===== src/hdl/far_pkg.sv =====
`default_nettype none
package far_pkg;

   localparam int OPERAND_WIDTH = 16;
   localparam int NUM_WIDTH = 2 * OPERAND_WIDTH + 1;
   localparam int DEN_WIDTH = 2 * OPERAND_WIDTH;
   localparam int QUEUE_DEPTH = 2;
   localparam int QUEUE_IDX_WIDTH = 1;
   localparam int SHIFT_WIDTH = $clog2(NUM_WIDTH + 1);

   typedef struct packed {
      logic [OPERAND_WIDTH-1:0] left_num;
      logic [OPERAND_WIDTH-1:0] left_den;
      logic [OPERAND_WIDTH-1:0] right_num;
      logic [OPERAND_WIDTH-1:0] right_den;
   } req_type;

   typedef struct packed {
      logic [NUM_WIDTH-1:0] sum_num;
      logic [DEN_WIDTH-1:0] sum_den;
      logic                 is_empty;
   } rsp_type;

   // Job handed from the front to the back.
   typedef struct packed {
      logic [NUM_WIDTH-1:0] num;
      logic [DEN_WIDTH-1:0] den;
      logic                 is_empty;
   } job_type;

   typedef enum logic [3:0] {
      ST_IDLE,
      ST_MUL1,
      ST_MUL2,
      ST_PUSH
   } front_state_type;

   typedef enum logic [3:0] {
      BK_IDLE,
      BK_TWOS,
      BK_ODDU,
      BK_LOOP,
      BK_SCALE,
      BK_DIVN,
      BK_DIVD,
      BK_DONE
   } back_state_type;

endpackage
`default_nettype wire


===== src/hdl/far_front.sv =====
`default_nettype none
module far_front (
   input  wire logic              clock,
   input  wire logic              reset,
   input  wire logic              req_valid,
   output logic                   req_ready,
   input  wire far_pkg::req_type  req_word,
   output logic                   job_valid,
   input  wire logic              job_ready,
   output far_pkg::job_type       job_word
);
   import far_pkg::*;

   front_state_type state_ff, state_in;
   req_type req_ff, req_in;
   logic [DEN_WIDTH-1:0] prod_ff, prod_in;
   logic [NUM_WIDTH-1:0] num_ff, num_in;
   logic empty_ff, empty_in;

   always_ff @(posedge clock) begin
      if (reset) state_ff <= ST_IDLE;
      else state_ff <= state_in;
      req_ff <= req_in;
      prod_ff <= prod_in;
      num_ff <= num_in;
      empty_ff <= empty_in;
   end

   // Form one cross product first, then the other cross product and the
   // denominator together on two multipliers.
   always_comb begin
      state_in = state_ff;
      req_in = req_ff;
      prod_in = prod_ff;
      num_in = num_ff;
      empty_in = empty_ff;
      req_ready = 1'b0;
      job_valid = 1'b0;
      job_word.num = num_ff;
      job_word.den = prod_ff;
      job_word.is_empty = empty_ff;
      case (state_ff)
         ST_IDLE: begin
            req_ready = 1'b1;
            if (req_valid) begin
               req_in = req_word;
               empty_in = (req_word.left_num == '0) || (req_word.left_den == '0) ||
                          (req_word.right_num == '0) || (req_word.right_den == '0);
               state_in = ST_MUL1;
            end
         end
         ST_MUL1: begin
            prod_in = req_ff.left_num * req_ff.right_den;
            state_in = ST_MUL2;
         end
         ST_MUL2: begin
            num_in = {1'b0, prod_ff} + NUM_WIDTH'(req_ff.left_den * req_ff.right_num);
            prod_in = req_ff.left_den * req_ff.right_den;
            state_in = ST_PUSH;
         end
         ST_PUSH: begin
            job_valid = 1'b1;
            if (job_ready) state_in = ST_IDLE;
         end
         default: state_in = ST_IDLE;
      endcase
   end
endmodule
`default_nettype wire


===== src/hdl/far_queue.sv =====
`default_nettype none
module far_queue (
   input  wire logic              clock,
   input  wire logic              reset,
   input  wire logic              in_valid,
   output logic                   in_ready,
   input  wire far_pkg::job_type  in_word,
   output logic                   out_valid,
   input  wire logic              out_ready,
   output far_pkg::job_type       out_word
);
   import far_pkg::*;

   job_type mem_ff [QUEUE_DEPTH];
   logic [QUEUE_IDX_WIDTH-1:0] wr_ff, rd_ff;
   logic [QUEUE_IDX_WIDTH:0] count_ff;
   logic push, pop;

   assign in_ready = (count_ff != (QUEUE_IDX_WIDTH + 1)'(QUEUE_DEPTH));
   assign out_valid = (count_ff != '0);
   assign out_word = mem_ff[rd_ff];
   assign push = in_valid && in_ready;
   assign pop = out_valid && out_ready;

   always_ff @(posedge clock) begin
      if (reset) begin
         wr_ff <= '0;
         rd_ff <= '0;
         count_ff <= '0;
      end else begin
         if (push) wr_ff <= wr_ff + 1'b1;
         if (pop) rd_ff <= rd_ff + 1'b1;
         count_ff <= count_ff + {{QUEUE_IDX_WIDTH{1'b0}}, push}
                              - {{QUEUE_IDX_WIDTH{1'b0}}, pop};
      end
      if (push) mem_ff[wr_ff] <= in_word;
   end
endmodule
`default_nettype wire


===== src/hdl/far_back.sv =====
`default_nettype none
module far_back (
   input  wire logic              clock,
   input  wire logic              reset,
   input  wire logic              job_valid,
   output logic                   job_ready,
   input  wire far_pkg::job_type  job_word,
   output logic                   rsp_valid,
   input  wire logic              rsp_ready,
   output far_pkg::rsp_type       rsp_word
);
   import far_pkg::*;

   localparam int QW = NUM_WIDTH;

   back_state_type state_ff, state_in;
   logic [NUM_WIDTH-1:0] num_ff, num_in;
   logic [DEN_WIDTH-1:0] den_ff, den_in;
   logic [NUM_WIDTH-1:0] u_ff, u_in, v_ff, v_in;
   logic [SHIFT_WIDTH-1:0] twos_ff, twos_in;
   logic empty_ff, empty_in;
   // Restoring divider state.
   logic [NUM_WIDTH-1:0] rem_ff, rem_in, quo_ff, quo_in;
   logic [SHIFT_WIDTH-1:0] cnt_ff, cnt_in;
   rsp_type out_ff, out_in;
   logic out_valid_ff, out_valid_in;
   logic [NUM_WIDTH:0] trial;
   logic [NUM_WIDTH-1:0] dividend;
   logic [NUM_WIDTH-1:0] vdiff;

   always_ff @(posedge clock) begin
      if (reset) begin
         state_ff <= BK_IDLE;
         out_valid_ff <= 1'b0;
      end else begin
         state_ff <= state_in;
         out_valid_ff <= out_valid_in;
      end
      num_ff <= num_in;
      den_ff <= den_in;
      u_ff <= u_in;
      v_ff <= v_in;
      twos_ff <= twos_in;
      empty_ff <= empty_in;
      rem_ff <= rem_in;
      quo_ff <= quo_in;
      cnt_ff <= cnt_in;
      out_ff <= out_in;
   end

   assign rsp_valid = out_valid_ff;
   assign rsp_word = out_ff;
   assign dividend = (state_ff == BK_DIVN) ? num_ff : {1'b0, den_ff};
   assign trial = {rem_ff, dividend[cnt_ff[SHIFT_WIDTH-1:0]]};
   assign vdiff = (u_ff > v_ff) ? (u_ff - v_ff) : (v_ff - u_ff);

   always_comb begin
      state_in = state_ff;
      num_in = num_ff;
      den_in = den_ff;
      u_in = u_ff;
      v_in = v_ff;
      twos_in = twos_ff;
      empty_in = empty_ff;
      rem_in = rem_ff;
      quo_in = quo_ff;
      cnt_in = cnt_ff;
      out_in = out_ff;
      out_valid_in = out_valid_ff;
      job_ready = 1'b0;
      if (rsp_ready) out_valid_in = 1'b0;
      case (state_ff)
         BK_IDLE: begin
            job_ready = 1'b1;
            if (job_valid) begin
               num_in = job_word.num;
               den_in = job_word.den;
               u_in = job_word.num;
               v_in = {1'b0, job_word.den};
               twos_in = '0;
               empty_in = job_word.is_empty;
               state_in = job_word.is_empty ? BK_DONE : BK_TWOS;
            end
         end
         BK_TWOS: begin
            // strip common factors of two
            if (!u_ff[0] && !v_ff[0]) begin
               u_in = u_ff >> 1;
               v_in = v_ff >> 1;
               twos_in = twos_ff + 1'b1;
            end else state_in = BK_ODDU;
         end
         BK_ODDU: begin
            if (!u_ff[0]) u_in = u_ff >> 1;
            else state_in = BK_LOOP;
         end
         BK_LOOP: begin
            // u stays odd; v halved while even, else replaced by |u-v|
            if (v_ff == '0) state_in = BK_SCALE;
            else if (!v_ff[0]) v_in = v_ff >> 1;
            else begin
               if (u_ff > v_ff) u_in = v_ff;
               v_in = vdiff;
            end
         end
         BK_SCALE: begin
            u_in = u_ff << twos_ff;
            rem_in = '0;
            quo_in = '0;
            cnt_in = SHIFT_WIDTH'(QW - 1);
            state_in = BK_DIVN;
         end
         BK_DIVN, BK_DIVD: begin
            if (trial >= {1'b0, u_ff}) begin
               rem_in = NUM_WIDTH'(trial - {1'b0, u_ff});
               quo_in = {quo_ff[NUM_WIDTH-2:0], 1'b1};
            end else begin
               rem_in = trial[NUM_WIDTH-1:0];
               quo_in = {quo_ff[NUM_WIDTH-2:0], 1'b0};
            end
            if (cnt_ff == '0) begin
               if (state_ff == BK_DIVN) begin
                  num_in = quo_in;
                  rem_in = '0;
                  quo_in = '0;
                  cnt_in = SHIFT_WIDTH'(QW - 1);
                  state_in = BK_DIVD;
               end else begin
                  den_in = quo_in[DEN_WIDTH-1:0];
                  state_in = BK_DONE;
               end
            end else cnt_in = cnt_ff - 1'b1;
         end
         BK_DONE: begin
            if (!out_valid_ff || rsp_ready) begin
               out_valid_in = 1'b1;
               out_in.sum_num = empty_ff ? '0 : num_ff;
               out_in.sum_den = empty_ff ? '0 : den_ff;
               out_in.is_empty = empty_ff;
               state_in = BK_IDLE;
            end
         end
         default: state_in = BK_IDLE;
      endcase
   end
endmodule
`default_nettype wire


===== src/hdl/fraction_add_reduce.sv =====
`default_nettype none
// Adds two unsigned fractions per word and returns the sum in lowest terms:
// numerator a*d+b*c, denominator b*d, both divided by their GCD. If any
// input field is zero the result is 0/0 with is_empty set. A front unit
// forms the products on two 16x16 multipliers and pushes a job into a
// two-entry queue; the back unit runs a binary GCD (one subtract or shift
// per cycle) and then two bit-serial restoring divisions, of the numerator
// and then of the denominator. The time a word takes is set by the GCD loop
// and the divider; an empty word skips both. The result sits in an output
// register, so the back unit may finish the next job meanwhile.
module fraction_add_reduce (
   input  wire logic              clock,
   input  wire logic              reset,
   input  wire logic              req_valid,
   output logic                   req_ready,
   input  wire far_pkg::req_type  req_word,
   output logic                   rsp_valid,
   input  wire logic              rsp_ready,
   output far_pkg::rsp_type       rsp_word
);
   import far_pkg::*;

   job_type f_job, b_job;
   logic f_valid, f_ready, b_valid, b_ready;

   // front: capture and multiply
   far_front u_front (
      .clock(clock), .reset(reset),
      .req_valid(req_valid), .req_ready(req_ready), .req_word(req_word),
      .job_valid(f_valid), .job_ready(f_ready), .job_word(f_job)
   );

   // hold jobs between the two halves
   far_queue u_queue (
      .clock(clock), .reset(reset),
      .in_valid(f_valid), .in_ready(f_ready), .in_word(f_job),
      .out_valid(b_valid), .out_ready(b_ready), .out_word(b_job)
   );

   // back: reduce and deliver
   far_back u_back (
      .clock(clock), .reset(reset),
      .job_valid(b_valid), .job_ready(b_ready), .job_word(b_job),
      .rsp_valid(rsp_valid), .rsp_ready(rsp_ready), .rsp_word(rsp_word)
   );
endmodule
`default_nettype wire


===== config.mk =====
export PLATFORM = sky130hd
export DESIGN_NAME = fraction_add_reduce
export DESIGN_NICKNAME = d
export VERILOG_FILES = /design/src/hdl/far_pkg.sv /design/src/hdl/far_front.sv /design/src/hdl/far_queue.sv /design/src/hdl/far_back.sv /design/src/hdl/fraction_add_reduce.sv
export SDC_FILE = /design/constraint.sdc
export NUM_CORES = 2
export LEC_CHECK = 0
export ABC_AREA = 1
export CAP_MARGIN = 20
export CORE_ASPECT_RATIO = 0.6
export CORE_UTILIZATION = 60
export CTS_CLUSTER_SIZE = 24
export DETAILED_ROUTE_END_ITERATION = 8
export DONT_BUFFER_PORTS = 1
export HOLD_SLACK_MARGIN = 0.15
export PLACE_DENSITY = 0.76
export SETUP_SLACK_MARGIN = 0.5
export SYNTH_ARGS = -nofsm -noshare
export SYNTH_HDL_FRONTEND = slang
export SYNTH_SLANG_ARGS = --single-unit
export TNS_END_PERCENT = 1

===== constraint.sdc =====
create_clock -name clock -period 8.2 [get_ports clock]
set_clock_uncertainty 0.05 [all_clocks]
set_input_delay 0.41 -clock clock [delete_from_list [all_inputs] [get_ports clock]]
set_output_delay 0.41 -clock clock [all_outputs]
set_load 0.01 [all_outputs]

==> flow_summary.toml <==
[outcome]
status = "completed"

[final_layout]
drive_gt1_share_pct = 3.77
fin_cells = 8461
mostFrequentLayoutCell = "nand2_1"
fin_nets = 8226
fin_area_mm2 = 0.0621
area_growth_pct = 6.98
final_cell_mix = "1939 x nand2_1, 1609 x inv_1, 617 x fa_1"

[worst_setup_path]
path_max_fanout = 23
worstSetupEndpointType = "register"
slowest_delay_ps = 1100
crit_arrival_ps = 7710
critical_path_buf_inv_count = 6
required_ps = 8560
rrSetupSlack_ps = 840
path_cells = "buf_4, nand2_1, inv_1, fa_1, inv_1, fa_1, fa_1, inv_1, fa_1, fa_1, inv_1, fa_1, inv_1, ha_1, a21o_1, o21bai_1, o21bai_1, a21oi_1, o21ai_0, a21oi_1, nor2_1"
crit_top_cell = "fa_1"
path_class = "reg2reg"
cp_slowest_cell = "edfxtp_1"
path_delay_family = "adder cells"
start_kind = "register"

[sta]
final-setup-viol-count = 0
slew_violations = 0
rsz0062_at_grt = "false"
max_freq_ghz = 0.136
tns_ps = 0
hold_viol_final = 0
fin_ws_ps = 845
relSlewSlack_pct = 15.1
period_share_pct = 89.7
fin_crit_ps = 7360
worst_slew_pin_slew_ps = 1260

[logic_synthesis]
ys_ff_latch = 548
netlist-cell-type-count = 57
synth_ff_type = "edfxtp_1"
synthArstFlopShare_pct = 0
synth_edf_count = 537
yosys_warnings = 0
syn_avg_cell_area_um2 = 8.10
synthTopCellsByArea = "edfxtp_1 28%, fa_1 21%, nand2_1 13%, inv_1 10%, ha_1 9.0%"
synth.top_cell.area_share_pct = 27.8
yosys.area.top_type = "edfxtp_1"
synth_fp_nets = 8262
synth_area_mm2 = 0.0580
syn_inst = 7158
ys_seq_area_share_pct = 28.2

[cts]
clockBufferDepth = 3
h-tree-depth = 2
clock-sinks = 548
clockRootBuffer = "clkbuf_16"
numCtsBuffers = 53
worstSkewPairLatency_ps = 710
clkTransAtPathRegs_ps = 80
cts_tree = "built"
cts.repair.resized = 0

[detailed_routing]
vias = 50900
drt-total-wl_um = 212000
avgViaCountPerCell = 6.02
drc = 0
postRouteAntennaNets = 0
drt-pass1-iter-count = 8
routedWlPerCell_um = 25.1
drtIter0Drc = 7737

[place]
pre_cts_slack_ps = 1090
port_buffers = 0
globalplace.congestion = 1.09
dp.cells = 8273
place_hpwl_um = 171000
place_area_mm2 = 0.0594

[global_routing]
antenna_found_initial = 27
grt_pass1_vias = 49400
grt_pass1_wl_um = 313000
grtUsageTotal_pct = 43.4
grt_max_degree = 67
overflow = 0

[worst_hold_path]
holdCritPathClass = "in2reg"

[floorplan]
coreArea_mm2 = 0.0948
dieArea_mm2 = 0.0980
start_util_pct = 61.2
die_y_um = 243
io_pins = 136
fp-row-count = 87
fp.dieW_um = 403

[flow_run]
drv_cap = 0
area by class of cell:
cell class                 count  area, µm²
multi-input combinational   4702      34500
fill                        7745      32800
sequential                   548      16300
inverter                    1627       6110
timing repair buffer         190       1630
tap                         1290       1610
clock buffer                  54       1330
clock inverter                44        519
antenna                        6       15.0
sequential cells by signal (all words and copies together), names as in the netlist, 6 cells and up, named ones only:
| register | count |
|---|---|
| u_back.den_ff | 32 |
| u_back.twos_ff | 6 |
| u_back.num_ff | 33 |
| u_queue.mem_ff | 132 |
| u_front.num_ff | 33 |
| u_back.rem_ff | 33 |
| u_back.quo_ff | 32 |
| u_front.req_ff | 64 |
| u_back.v_ff | 33 |
| u_back.u_ff | 33 |
| u_front.prod_ff | 32 |
| u_back.rsp_word | 66 |
| u_back.cnt_ff | 6 |
cells in the mapped netlist, types with 63 or more instances:
| cell type | instances |
|---|---|
| edfxtp_1 | 537 |
| xor2_1 | 73 |
| a21oi_1 | 303 |
| nand2_1 | 1940 |
| nor2_1 | 371 |
| clkbuf_1 | 230 |
| nand3_1 | 192 |
| inv_1 | 1610 |
| o21ai_0 | 345 |
| ha_1 | 419 |
| fa_1 | 617 |
| nand4_1 | 63 |
logic make-up (layout without fill, tap and decap cells):
logic type / after synthesis / after routing / share of synthesized area, %
other: 0 / 6 / 0
adders and majority gates: 1036 / 1036 / 30.3
and+or+nand+nor: 2660 / 2660 / 18.3
AOI/OAI and AO/OA: 848 / 848 / 8.17
xor gates and xnor gates: 101 / 101 / 1.53
muxes: 57 / 57 / 0.984
DFF: 548 / 548 / 28.2
buffers and inverters: 1908 / 1915 / 12.5
path summary, 6_finish.rpt:
path | start | endpoint | depth (start not counted)
worst min-delay path | req_word[33] | u_front.empty_ff | 3
worst max-delay path | u_front.req_ff[6] | u_front.prod_ff[16] | 21
worst min register to register | u_front.num_ff[13] | u_queue.mem_ff[1][46] | 0
worst max register to register | u_front.req_ff[6] | u_front.prod_ff[16] | 21
worst reg2reg max path: cells and delay by family, from the launching register on:
family	cells	cell delay, ps
AO/OA/AOI/OAI	6	1890
adder cells (fa/ha/maj)	7	3130
buffers and inverters	6	680
flip-flops	1	1100
AND/OR/NAND/NOR	2	240
stage by stage:
step                      utilization, %  hold WS, ps
after floorplan                        -          371
after CTS                           65.3          153
final                               65.4          188
after global placement              62.6          375
after detailed placement            62.6          381
after global routing                65.4          151
routing by layer:
| metal | GRT usage, % | share of wire, % |
|---|---|---|
| met1 | 65.6 | 42 |
| met2 | 53.3 | 36 |
| met3 | 22.9 | 20 |
| met4 | 10.0 | 2.6 |
| met5 | 0 | 0.082 |
repair_timing:
| action | CTS | global route |
|---|---|---|
| endpoints found under the setup margin | 0 | 1 |
| endpoints found under the hold margin | 81 | 1 |
| hold buffers | 68 | 1 |
| buffers inserted | 0 | 5 |
Power is not shown: default switching activity piles up to over one toggle a cycle in this logic, so the estimate is an artifact.
